### src/rtl/core/tcw_pkg.sv
// ----------------------------------------------------------------------------
// tcw_pkg
// Shared widths, operation codes, character codes and the command and status
// bundles exchanged between the console controller and its datapath.
// ----------------------------------------------------------------------------
package tcw_pkg;

    localparam int FUNC_W = 2;
    localparam int CHAR_W = 8;
    localparam int ROW_W  = 5;
    localparam int COL_W  = 7;

    localparam logic [FUNC_W-1:0] FUNC_PRINT = 2'd0;
    localparam logic [FUNC_W-1:0] FUNC_READ  = 2'd1;
    localparam logic [FUNC_W-1:0] FUNC_CLEAR = 2'd2;

    localparam logic [CHAR_W-1:0] CHAR_ZERO    = 8'h00;
    localparam logic [CHAR_W-1:0] CHAR_TAB     = 8'h09;
    localparam logic [CHAR_W-1:0] CHAR_NEWLINE = 8'h0A;
    localparam logic [CHAR_W-1:0] CHAR_SPACE   = 8'h20;

    // Address source for the cell memory.
    localparam logic [1:0] ASEL_CURSOR = 2'd0;
    localparam logic [1:0] ASEL_READ   = 2'd1;
    localparam logic [1:0] ASEL_SCROLL = 2'd2;
    localparam logic [1:0] ASEL_FLAT   = 2'd3;

    // Write data source for the cell memory.
    localparam logic [1:0] WSEL_SPACE = 2'd0;
    localparam logic [1:0] WSEL_ZERO  = 2'd1;
    localparam logic [1:0] WSEL_CHAR  = 2'd2;

    typedef struct packed {
        logic       take;
        logic       we;
        logic [1:0] asel;
        logic [1:0] wsel;
        logic       sweep_inc;
        logic       sweep_clr;
        logic       cur_adv;
        logic       scroll_done;
        logic       home;
        logic       rd_capture;
        logic       load_out;
    } tcw_cmd_t;

    typedef struct packed {
        logic       is_tab;
        logic       is_newline;
        logic       row_past;
        logic       tab_as_newline;
        logic       phase_last;
        logic       col_last;
        logic       sweep_row_last;
        logic       sweep_all_last;
        logic       read_in_range;
    } tcw_status_t;

endpackage

### src/rtl/core/tcw_ctrl.sv
// ----------------------------------------------------------------------------
// tcw_ctrl
// Operation sequencer: runs prints, scrolls, fills, reads and clears, and
// owns the input ready and the result valid flag.
// ----------------------------------------------------------------------------
module tcw_ctrl (
    input  logic                          clk,
    input  logic                          rst_n,
    input  logic                          in_valid,
    input  logic [tcw_pkg::FUNC_W-1:0]    in_func,
    output logic                          in_ready,
    output logic                          out_valid,
    input  logic                          out_ready,
    input  tcw_pkg::tcw_status_t          status,
    output tcw_pkg::tcw_cmd_t             cmd
);
    import tcw_pkg::*;

    localparam logic [3:0] S_INIT   = 4'd0;
    localparam logic [3:0] S_IDLE   = 4'd1;
    localparam logic [3:0] S_SETTLE = 4'd2;
    localparam logic [3:0] S_SCROLL = 4'd3;
    localparam logic [3:0] S_CHAR   = 4'd4;
    localparam logic [3:0] S_TAB    = 4'd5;
    localparam logic [3:0] S_NL     = 4'd6;
    localparam logic [3:0] S_READ   = 4'd7;
    localparam logic [3:0] S_RDWAIT = 4'd8;
    localparam logic [3:0] S_CLEAR  = 4'd9;
    localparam logic [3:0] S_EMIT   = 4'd10;

    logic [3:0] state_reg, state_next;
    logic       post_reg, post_next;
    logic       valid_reg, valid_next;

    always_comb
    begin
        state_next = state_reg;
        post_next  = post_reg;
        cmd        = '0;
        cmd.asel   = ASEL_CURSOR;
        cmd.wsel   = WSEL_SPACE;
        case (state_reg)
            S_INIT, S_CLEAR:
            begin
                cmd.we        = 1'b1;
                cmd.asel      = ASEL_FLAT;
                cmd.sweep_inc = 1'b1;
                if (status.sweep_all_last)
                begin
                    cmd.sweep_clr = 1'b1;
                    cmd.home      = 1'b1;
                    state_next    = (state_reg == S_INIT) ? S_IDLE : S_EMIT;
                end
            end
            S_IDLE:
            begin
                if (in_valid)
                begin
                    cmd.take  = 1'b1;
                    post_next = 1'b0;
                    case (in_func)
                        FUNC_PRINT: state_next = S_SETTLE;
                        FUNC_READ:  state_next = S_READ;
                        FUNC_CLEAR: state_next = S_CLEAR;
                        default:    state_next = S_EMIT;
                    endcase
                end
            end
            S_SETTLE:
            begin
                if (status.row_past)
                begin
                    state_next = S_SCROLL;
                end
                else if (post_reg)
                begin
                    state_next = S_EMIT;
                end
                else if (status.is_tab && !status.tab_as_newline)
                begin
                    state_next = S_TAB;
                end
                else if (status.is_tab || status.is_newline)
                begin
                    state_next = S_NL;
                end
                else
                begin
                    state_next = S_CHAR;
                end
            end
            S_SCROLL:
            begin
                // The old top row becomes the new bottom row, zero filled.
                cmd.we        = 1'b1;
                cmd.asel      = ASEL_SCROLL;
                cmd.wsel      = WSEL_ZERO;
                cmd.sweep_inc = 1'b1;
                if (status.sweep_row_last)
                begin
                    cmd.sweep_clr   = 1'b1;
                    cmd.scroll_done = 1'b1;
                    state_next      = S_SETTLE;
                end
            end
            S_CHAR:
            begin
                cmd.we      = 1'b1;
                cmd.wsel    = WSEL_CHAR;
                cmd.cur_adv = 1'b1;
                post_next   = 1'b1;
                state_next  = S_SETTLE;
            end
            S_TAB:
            begin
                cmd.we      = 1'b1;
                cmd.cur_adv = 1'b1;
                if (status.phase_last)
                begin
                    state_next = S_EMIT;
                end
            end
            S_NL:
            begin
                cmd.we      = 1'b1;
                cmd.cur_adv = 1'b1;
                if (status.col_last)
                begin
                    state_next = S_EMIT;
                end
            end
            S_READ:
            begin
                cmd.asel   = ASEL_READ;
                state_next = status.read_in_range ? S_RDWAIT : S_EMIT;
            end
            S_RDWAIT:
            begin
                cmd.asel       = ASEL_READ;
                cmd.rd_capture = 1'b1;
                state_next     = S_EMIT;
            end
            S_EMIT:
            begin
                if (!valid_reg || out_ready)
                begin
                    cmd.load_out = 1'b1;
                    state_next   = S_IDLE;
                end
            end
            default:
            begin
                state_next = S_IDLE;
            end
        endcase
    end

    always_comb
    begin
        valid_next = valid_reg;
        if (cmd.load_out)
        begin
            valid_next = 1'b1;
        end
        else if (out_ready)
        begin
            valid_next = 1'b0;
        end
    end

    always_ff @(posedge clk or negedge rst_n)
    begin
        if (!rst_n)
        begin
            state_reg <= S_INIT;
            post_reg  <= 1'b0;
            valid_reg <= 1'b0;
        end
        else
        begin
            state_reg <= state_next;
            post_reg  <= post_next;
            valid_reg <= valid_next;
        end
    end

    assign in_ready  = (state_reg == S_IDLE);
    assign out_valid = valid_reg;

endmodule

### config.mk
export PLATFORM = sky130hd
export DESIGN_NAME = tcw_ctrl
export DESIGN_NICKNAME = d
export VERILOG_FILES = /design/src/rtl/core/tcw_pkg.sv /design/src/rtl/core/tcw_ctrl.sv
export SDC_FILE = /design/constraint.sdc
export NUM_CORES = 1
export LEC_CHECK = 0
export BUFFER_PORTS_ARGS = -buffer_cell sky130_fd_sc_hd__buf_4
export CAP_MARGIN = 20
export CORE_MARGIN = 2
export CORE_UTILIZATION = 39
export CTS_CLUSTER_DIAMETER = 50
export DETAILED_ROUTE_END_ITERATION = 8
export GPL_ROUTABILITY_DRIVEN = 0
export PLACE_DENSITY = 0.7
export SLEW_MARGIN = 20
export SYNTH_ARGS = -nofsm -noshare
export SYNTH_HDL_FRONTEND = slang
export SYNTH_SLANG_ARGS = --single-unit
### constraint.sdc
create_clock -name clk -period 1.8 [get_ports clk]
set_input_delay 0.18 -clock clk [delete_from_list [all_inputs] [get_ports clk]]
set_output_delay 0.18 -clock clk [all_outputs]
set_load 0.05 [all_outputs]
==> impl_metrics.json, run 1 <==
{
  "fin_crit_sh": 0.9779,
  "via_count": 772,
  "layout_common_cells": "buf_4 (37), nor2_1 (8), nand2b_1 (6)",
  "reg2reg_from": "state_reg[1]$_DFFE_PN0P_",
  "start_util": 0.4194,
  "grt_antenna_before_repair": 0,
  "final_common_cell": "buf_4",
  "regToRegSetupSlack_ns": 0.09,
  "synthFlopType": "dfrtp_1",
  "yosysWarnings": 0,
  "crit_type": "reg -> out",
  "maxCapViolCount": 0,
  "async_flop_share": 1.000,
  "wl_met1_um": 790,
  "cts_buffers": 3,
  "cp-end-kind": "output pin",
  "clock-root-buffer": "clkbuf_4",
  "fin_nets": 149,
  "setup_violations": 0,
  "initialDrtViolationCount": 11,
  "fp-row-count": 15,
  "die_area_um2": 2239,
  "skew_ns": 0.0008636,
  "max_clock_freq_ghz": 0.5681,
  "finalMaxSlewViolations": 0,
  "hp-class": "in -> async",
  "clk_pin_slew_ns": 0.04,
  "seq_area_um2": 153.9,
  "port_buffers": 29,
  "ys_seq_area_frac": 0.2051,
  "diodes": 0,
  "cp_data_required_time_ns": 1.62,
  "hpwl_um": 1420,
  "drive_above_1_share": 0.4922,
  "grt_pass1_vias": 677,
  "clockBufferDepth": 2,
  "wl_per_cell_um": 11.59,
  "wl_met3_um": 74,
  "num-fill-cells": 169,
  "ff2ff_path_depth": 6,
  "arrival_ns": 1.58,
  "grt_pass1_wl_um": 2718,
  "tightest_slew_ns": 0.4575,
  "syn_nets": 115,
  "finalCriticalPeriod_ns": 1.760,
  "drc": 0,
  "hold_viol": 0,
  "gr-usage-all-layers": 0.1673,
  "cts_tree": "done",
  "gr-total-overflow": 0,
  "outcome": "finished, final reports clean",
  "ant_nets": 0,
  "largest_register_ff_count": 4,
  "die_w_um": 47.32,
  "rsz0062_at_grt": "yes",
  "io_pins": 30,
  "synth_cell_type_count": 40,
  "synth_area_um2": 732.0,
  "htree_levels": 1,
  "drt_pass1_iterations": 4,
  "highest_layer": "met3",
  "synth-seq-cells": 6,
  "dr_wl_met2_um": 908,
  "area_delta_synth_final_pct": 45.81,
  "multi_input_area_um2": 545.5,
  "slew_headroom": 0.6871,
  "crit_path_start_kind": "register",
  "coreArea_um2": 1745,
  "synth-edff-count": 0,
  "grt_max_degree": 14,
  "syn_avg_cell_area_um2": 7.625,
  "cts_sinks": 6,
  "final_cell_area_um2": 1067,
  "placed_cell_area_um2": 1006,
  "reg2reg_to": "state_reg[2]$_DFFE_PN0P_",
  "synth_cells": 96,
  "crit_fanout": 6,
  "die_h_um": 47.32,
  "drt-total-wl_um": 1773,
  "insertion_delay_ns": 0.23,
  "vias_per_cell": 5.046
}
[area by class of cell]
cell class	instances	area share
clock buffer	3	0.02110
tap	25	0.02931
sequential	6	0.1442
inverter	4	0.01407
timing repair buffer	39	0.2802
multi-input combinational	76	0.5111
[timing repair]
action,4_1_cts,5_1_grt
hold buffers,1,0
resized for setup,3,4
endpoints found under the setup margin,2,5
setup buffers,1,0
endpoints found under the hold margin,6,0
[synthesized netlist by cell type (all sizes together) (3+ instances only)]
library cell	n	area [um^2]
buf	8	56.30
nor3	4	20.02
a21oi	6	33.78
dfrtp	6	150.1
nand2	5	18.77
inv	4	15.01
nor2	12	47.55
ha	4	50.05
nor2b	3	18.77
nand2b	6	37.54
o21ai	8	40.03
[logic make-up (layout without fill, tap and decap cells)]
group                    after synthesis  count (layout)  share of synthesized area
AO/OA/AOI/OAI                         27              27                     0.2513
XOR/XNOR                               1               1                    0.01197
adder cells (fa/ha/maj)                4               4                    0.06838
buffers and inverters                 14              46                     0.1077
flip-flops                             6               6                     0.2051
multiplexers                           2               2                    0.04103
AND/OR/NAND/NOR                       42              42                     0.3146
[metrics by stage]
stage,setup WS [ns],hold slack [ns],TNS [ns],util,instances
floorplan,-0.08154,-0.1156,-0.08154,-,96
global placement,0.2195,-0.01199,0,0.5763,148
detailed placement,0.1730,-0.01185,0,0.5763,148
CTS,0.004783,0.2822,0,0.6014,153
global route,-0.04306,0.2922,-0.04306,0.6115,153
finish,0.03979,0.2856,0,0.6115,153
[per-layer routing]
metal,global-route usage,vias up
li1,-,400
met1,0.2092,351
met2,0.2946,21
met3,0.01154,0
met4,0.06667,0
met5,0,-
[how the worst max path moves through the flow]
stage | startpoint | to | cells past startpoint
after CTS | state_reg[1]$_DFFE_PN0P_ | cmd[5] | 5
after detailed placement | state_reg[2]$_DFFE_PN0P_ | state_reg[2]$_DFFE_PN0P_ | 5
after floorplan | state_reg[1]$_DFFE_PN0P_ | cmd[1] | 3
final | state_reg[1]$_DFFE_PN0P_ | cmd[5] | 5
after global placement | state_reg[1]$_DFFE_PN0P_ | state_reg[0]$_DFFE_PN0P_ | 5
after global routing | state_reg[1]$_DFFE_PN0P_ | cmd[5] | 6
[worst max-delay path: stages (launching register included)]
cell and delay, ns:
dfrtp_2 0.44, buf_4 0.17, and3_2 0.20, and2_4 0.16
or2_4 0.24, buf_6 0.15
Power of run 1 is not shown: default switching activity piles up to over one toggle a cycle in this logic, so the estimate is an artifact.
==> run 2: changes to the inputs <==
CORE_UTILIZATION = 40   (was 39)
PLACE_DENSITY = 0.71   (was 0.7)
SKIP_CTS_REPAIR_TIMING = 1   (was not set)
==> run 2 against run 1 <==
Against the previous run:
- hold slack worse by 0.0094 ns
- highest routed layer is now met4
- clock skew is 0.0037 ns higher
- register-to-register slack better by 0.06 ns
- global-route usage is 2.2 points higher
- non-clock buffer count is 5 higher
- largest cell class unchanged
- critical path depth stayed put
- maximum frequency is 0.99% higher
- wire length is 8.6% higher
- final cell count is 3.3% higher
- count of clock-buffer cells in the layout stayed put
==> impl_metrics.json, run 2 (synthesis gave the netlist of run 1 again) <==
{
  "outcome": "finished, final reports clean",
  "port_buffers": 29,
  "gr-total-overflow": 0,
  "finalCriticalPeriod_ns": 1.743,
  "maxCapViolCount": 0,
  "placed_cell_area_um2": 1006,
  "crit_path_start_kind": "register",
  "final_cell_area_um2": 1107,
  "fin_nets": 154,
  "die_w_um": 46.78,
  "cts_buffers": 3,
  "slew_headroom": 0.7051,
  "die_area_um2": 2188,
  "drc": 0,
  "skew_ns": 0.004517,
  "hold_viol": 0,
  "placed_cells": 148,
  "start_util": 0.4239,
  "wl_per_cell_um": 12.18,
  "die_h_um": 46.78,
  "ant_nets": 0,
  "path_cells": "xor2_1 > a21oi_2 > nor2_2 > or2_4 > buf_4",
  "reg2reg_from": "state_reg[1]$_DFFE_PN0P_",
  "clock-root-buffer": "clkbuf_4",
  "largest_register_ff_count": 4,
  "via_count": 816,
  "cts_sinks": 6,
  "max_clock_freq_ghz": 0.5737,
  "clockBufferDepth": 2,
  "insertion_delay_ns": 0.25,
  "setup_violations": 0,
  "fin_crit_sh": 0.9683,
  "reg2reg_to": "state_reg[2]$_DFFE_PN0P_",
  "grt_pass1_wl_um": 2987,
  "vias_per_cell": 5.165,
  "ff2ff_path_depth": 6,
  "setup_tns_ns": 0,
  "finalMaxSlewViolations": 0,
  "grt_pass1_vias": 744,
  "io_pins": 30,
  "crit_fanout": 8,
  "coreArea_um2": 1727,
  "clk_pin_slew_ns": 0.05,
  "drt-total-wl_um": 1925,
  "gr-usage-all-layers": 0.1893,
  "tightest_slew_ns": 0.4312,
  "cp-end-kind": "output pin",
  "arrival_ns": 1.56,
  "regToRegSetupSlack_ns": 0.15,
  "grt_max_degree": 14,
  "hp-class": "in -> async",
  "stdcell_count": 158,
  "cts_tree": "done",
  "initialDrtViolationCount": 18,
  "crit_type": "reg -> out",
  "hpwl_um": 1425,
  "area_delta_synth_final_pct": 51.28,
  "diodes": 0,
  "critPathMaxStageDelay_ns": 0.46,
  "htree_levels": 1,
  "fp-row-count": 15,
  "drive_above_1_share": 0.5038,
  "holdWs_ns": 0.2762,
  "grt_antenna_before_repair": 0,
  "final_common_cell": "buf_4",
  "drt_pass1_iterations": 4,
  "cp_data_required_time_ns": 1.62,
  "layout_common_cells": "buf_4 (41), nor2_1 (8), nand2b_1 (6)",
  "slowest_stage": "dfrtp_2"
}
==> run 2: cell count changes in the layout (fill, tap and decap cells not counted) <==
cell / change
buf_4: +4
nor3_2: +1
nor3_1: -1
dlymetal6s2s_1: +1
a32oi_2: -1
a32oi_1: +1
==> run 2: metal layers <==
metal | vias up | track usage | wire [um]
met1 | 376 | 0.2340 | 839
li1 | 407 | - | -
met4 | 0 | 0.1111 | 29
met2 | 29 | 0.3068 | 973
met5 | - | 0 | 0
met3 | 4 | 0.03462 | 83
==> run 2: through the flow <==
stage / setup WS [ns] / utilization
after global routing: -0.01392 / 0.6413
after floorplan: -0.08154 / -
final: 0.05708 / 0.6413
after global placement: 0.1926 / 0.5826
after detailed placement: 0.1701 / 0.5826
after CTS: -0.06212 / 0.5957
==> run 2: worst max path at each step <==
stage	endpoint	from	slack, ns	depth (start not counted)
CTS	cmd[5]	state_reg[3]$_DFFE_PN0P_	-0.06	5
finish	cmd[11]	state_reg[1]$_DFFE_PN0P_	0.06	5
floorplan	cmd[1]	state_reg[1]$_DFFE_PN0P_	-0.08	3
detailed placement	state_reg[2]$_DFFE_PN0P_	state_reg[1]$_DFFE_PN0P_	0.17	5
global placement	cmd[5]	state_reg[3]$_DFFE_PN0P_	0.19	5
global route	cmd[11]	state_reg[1]$_DFFE_PN0P_	-0.01	5
==> run 2: area by class of cell <==
class                           instances  area [um^2]
Timing Repair Buffer                   44        341.6
Multi-Input combinational cell         76        543.0
Tap cell                               25        31.28
Fill cell                             152        619.3
Sequential cell                         6        153.9
Inverter                                4        15.01
Clock buffer                            3        22.52
==> run 2: worst max-delay path, delay by kind of cell (launching register included) <==
kind / cells / cell delay, ns
flops: 1 / 0.46
xor+xnor: 1 / 0.19
compound gates: 1 / 0.18
simple gates: 2 / 0.30
buf+inv: 1 / 0.18
Power of run 2 is left out for the same reason.
==> run 3: changes to the inputs <==
CORE_ASPECT_RATIO = 1.2   (was not set)
==> run 3 against run 2 <==
Against the previous run:
- count of clock-buffer cells in the layout is the same
- die area is essentially flat
- core utilization grew 0.30 points
- critical path depth is the same
- wire length grew 1.2%
==> impl_metrics.json, run 3 (synthesis gave the netlist of run 1 again) <==
{
  "hp-class": "in -> async",
  "grt_max_degree": 19,
  "fin_crit_sh": 0.9735,
  "placed_cell_area_um2": 989.7,
  "coreArea_um2": 1682,
  "crit_path_start_kind": "register",
  "drt-total-wl_um": 1949,
  "arrival_ns": 1.57,
  "htree_levels": 1,
  "max_clock_freq_ghz": 0.5707,
  "final_util": 0.6443,
  "multi_input_area_um2": 540.5,
  "num-fill-cells": 160,
  "port_buffers": 29,
  "grt_pass1_vias": 817,
  "hold_viol": 0,
  "maxCapViolCount": 0,
  "grt_antenna_before_repair": 0,
  "insertion_delay_ns": 0.24,
  "drt_pass1_iterations": 4,
  "fp-row-count": 16,
  "vias_per_cell": 5.470,
  "skew_ns": 0.002763,
  "cp_data_required_time_ns": 1.62,
  "gr-usage-all-layers": 0.1936,
  "fin_nets": 152,
  "crit_family": "simple AND/OR/NAND/NOR gates",
  "largest_register_ff_count": 4,
  "finalMaxSlewViolations": 0,
  "hpwl_um": 1504,
  "wl_per_cell_um": 13.08,
  "cp-end-kind": "output pin",
  "slew_headroom": 0.7285,
  "path_cells": "nor2_1 > and3_2 > and2_4 > or2_4 > buf_4",
  "drive_above_1_share": 0.4962,
  "setup_violations": 0,
  "initialDrtViolationCount": 6,
  "gr-total-overflow": 0,
  "cts_buffers": 3,
  "die_w_um": 43.05,
  "slowest_stage": "dfrtp_2",
  "grt_pass1_wl_um": 3325,
  "die_h_um": 50.86,
  "io_pins": 30,
  "finalCriticalPeriod_ns": 1.752,
  "dp_slack_ns": 0.1237,
  "clockBufferDepth": 2,
  "die_area_um2": 2190,
  "diodes": 0,
  "seq_area_um2": 153.9,
  "ant_nets": 0,
  "clk_pin_slew_ns": 0.04,
  "crit_type": "reg -> out",
  "cts_tree": "done",
  "via_count": 815,
  "final_common_cell": "buf_4",
  "layout_common_cells": "buf_4 (39), nor2_1 (9), nand2b_1 (6)",
  "rsz0062_at_grt": "yes",
  "outcome": "finished, final reports clean",
  "tightest_slew_ns": 0.3970,
  "final_cell_area_um2": 1084,
  "final.setup.worst_slack_ns": 0.04768,
  "start_util": 0.4353,
  "drc": 0,
  "critPathMaxStageDelay_ns": 0.45,
  "clock-root-buffer": "clkbuf_4",
  "crit_fanout": 8,
  "cts_sinks": 6,
  "path_buf_inv": 1,
  "area_delta_synth_final_pct": 48.03
}
run 3: changes by cell type in the layout (fill, tap and decap cells not counted), sizes merged:
cell and change:
dlymetal6s2s -1, buf -1
run 3: worst paths after layout:
check | start | to | slack (ns) | cells after the start
max in group asynchronous | rst_n | state_reg[3]$_DFFE_PN0P_ | 1.37 | 2
worst max-delay path | state_reg[3]$_DFFE_PN0P_ | cmd[5] | 0.05 | 5
worst min-delay path | rst_n | state_reg[0]$_DFFE_PN0P_ | 0.30 | 2
min in group clk | out_ready | out_valid$_DFFE_PN0P_ | 0.31 | 3
worst max register to register | state_reg[0]$_DFFE_PN0P_ | state_reg[2]$_DFFE_PN0P_ | 0.11 | 6
worst min register to register | out_valid$_DFFE_PN0P_ | out_valid$_DFFE_PN0P_ | 0.58 | 2
run 3: final cells by class:
type / count / share of cell area
Timing Repair Buffer: 42 / 0.3037
Tap cell: 18 / 0.02079
Multi-Input combinational cell: 76 / 0.4988
Sequential cell: 6 / 0.1420
Clock buffer: 3 / 0.02079
Inverter: 4 / 0.01386
run 3: worst register-to-register path, stage by stage, from the launching register on:
cell and delay (ns):
dfrtp_1 0.41, buf_8 0.15, buf_4 0.13, a32oi_1 0.27, a21oi_2 0.13, nor2_2 0.16, mux2_4 0.31
run 3: metal layers:
metal	track usage	wire, um	vias to the layer above
li1	-	-	408
met1	0.2166	827	384
met2	0.3737	1041	21
met3	0.02120	66	2
met4	0.06061	14	0
met5	0	0	-
run 3: through the flow:
step	hold slack [ns]	cells	setup TNS, ns
final	0.3004	149	0
after global routing	0.2851	149	-0.02991
after CTS	-0.2619	143	-0.02866
after detailed placement	-0.009079	140	0
after global placement	-0.01030	140	0
after floorplan	-0.1156	96	-0.08154
Power of run 3 is left out for the same reason.
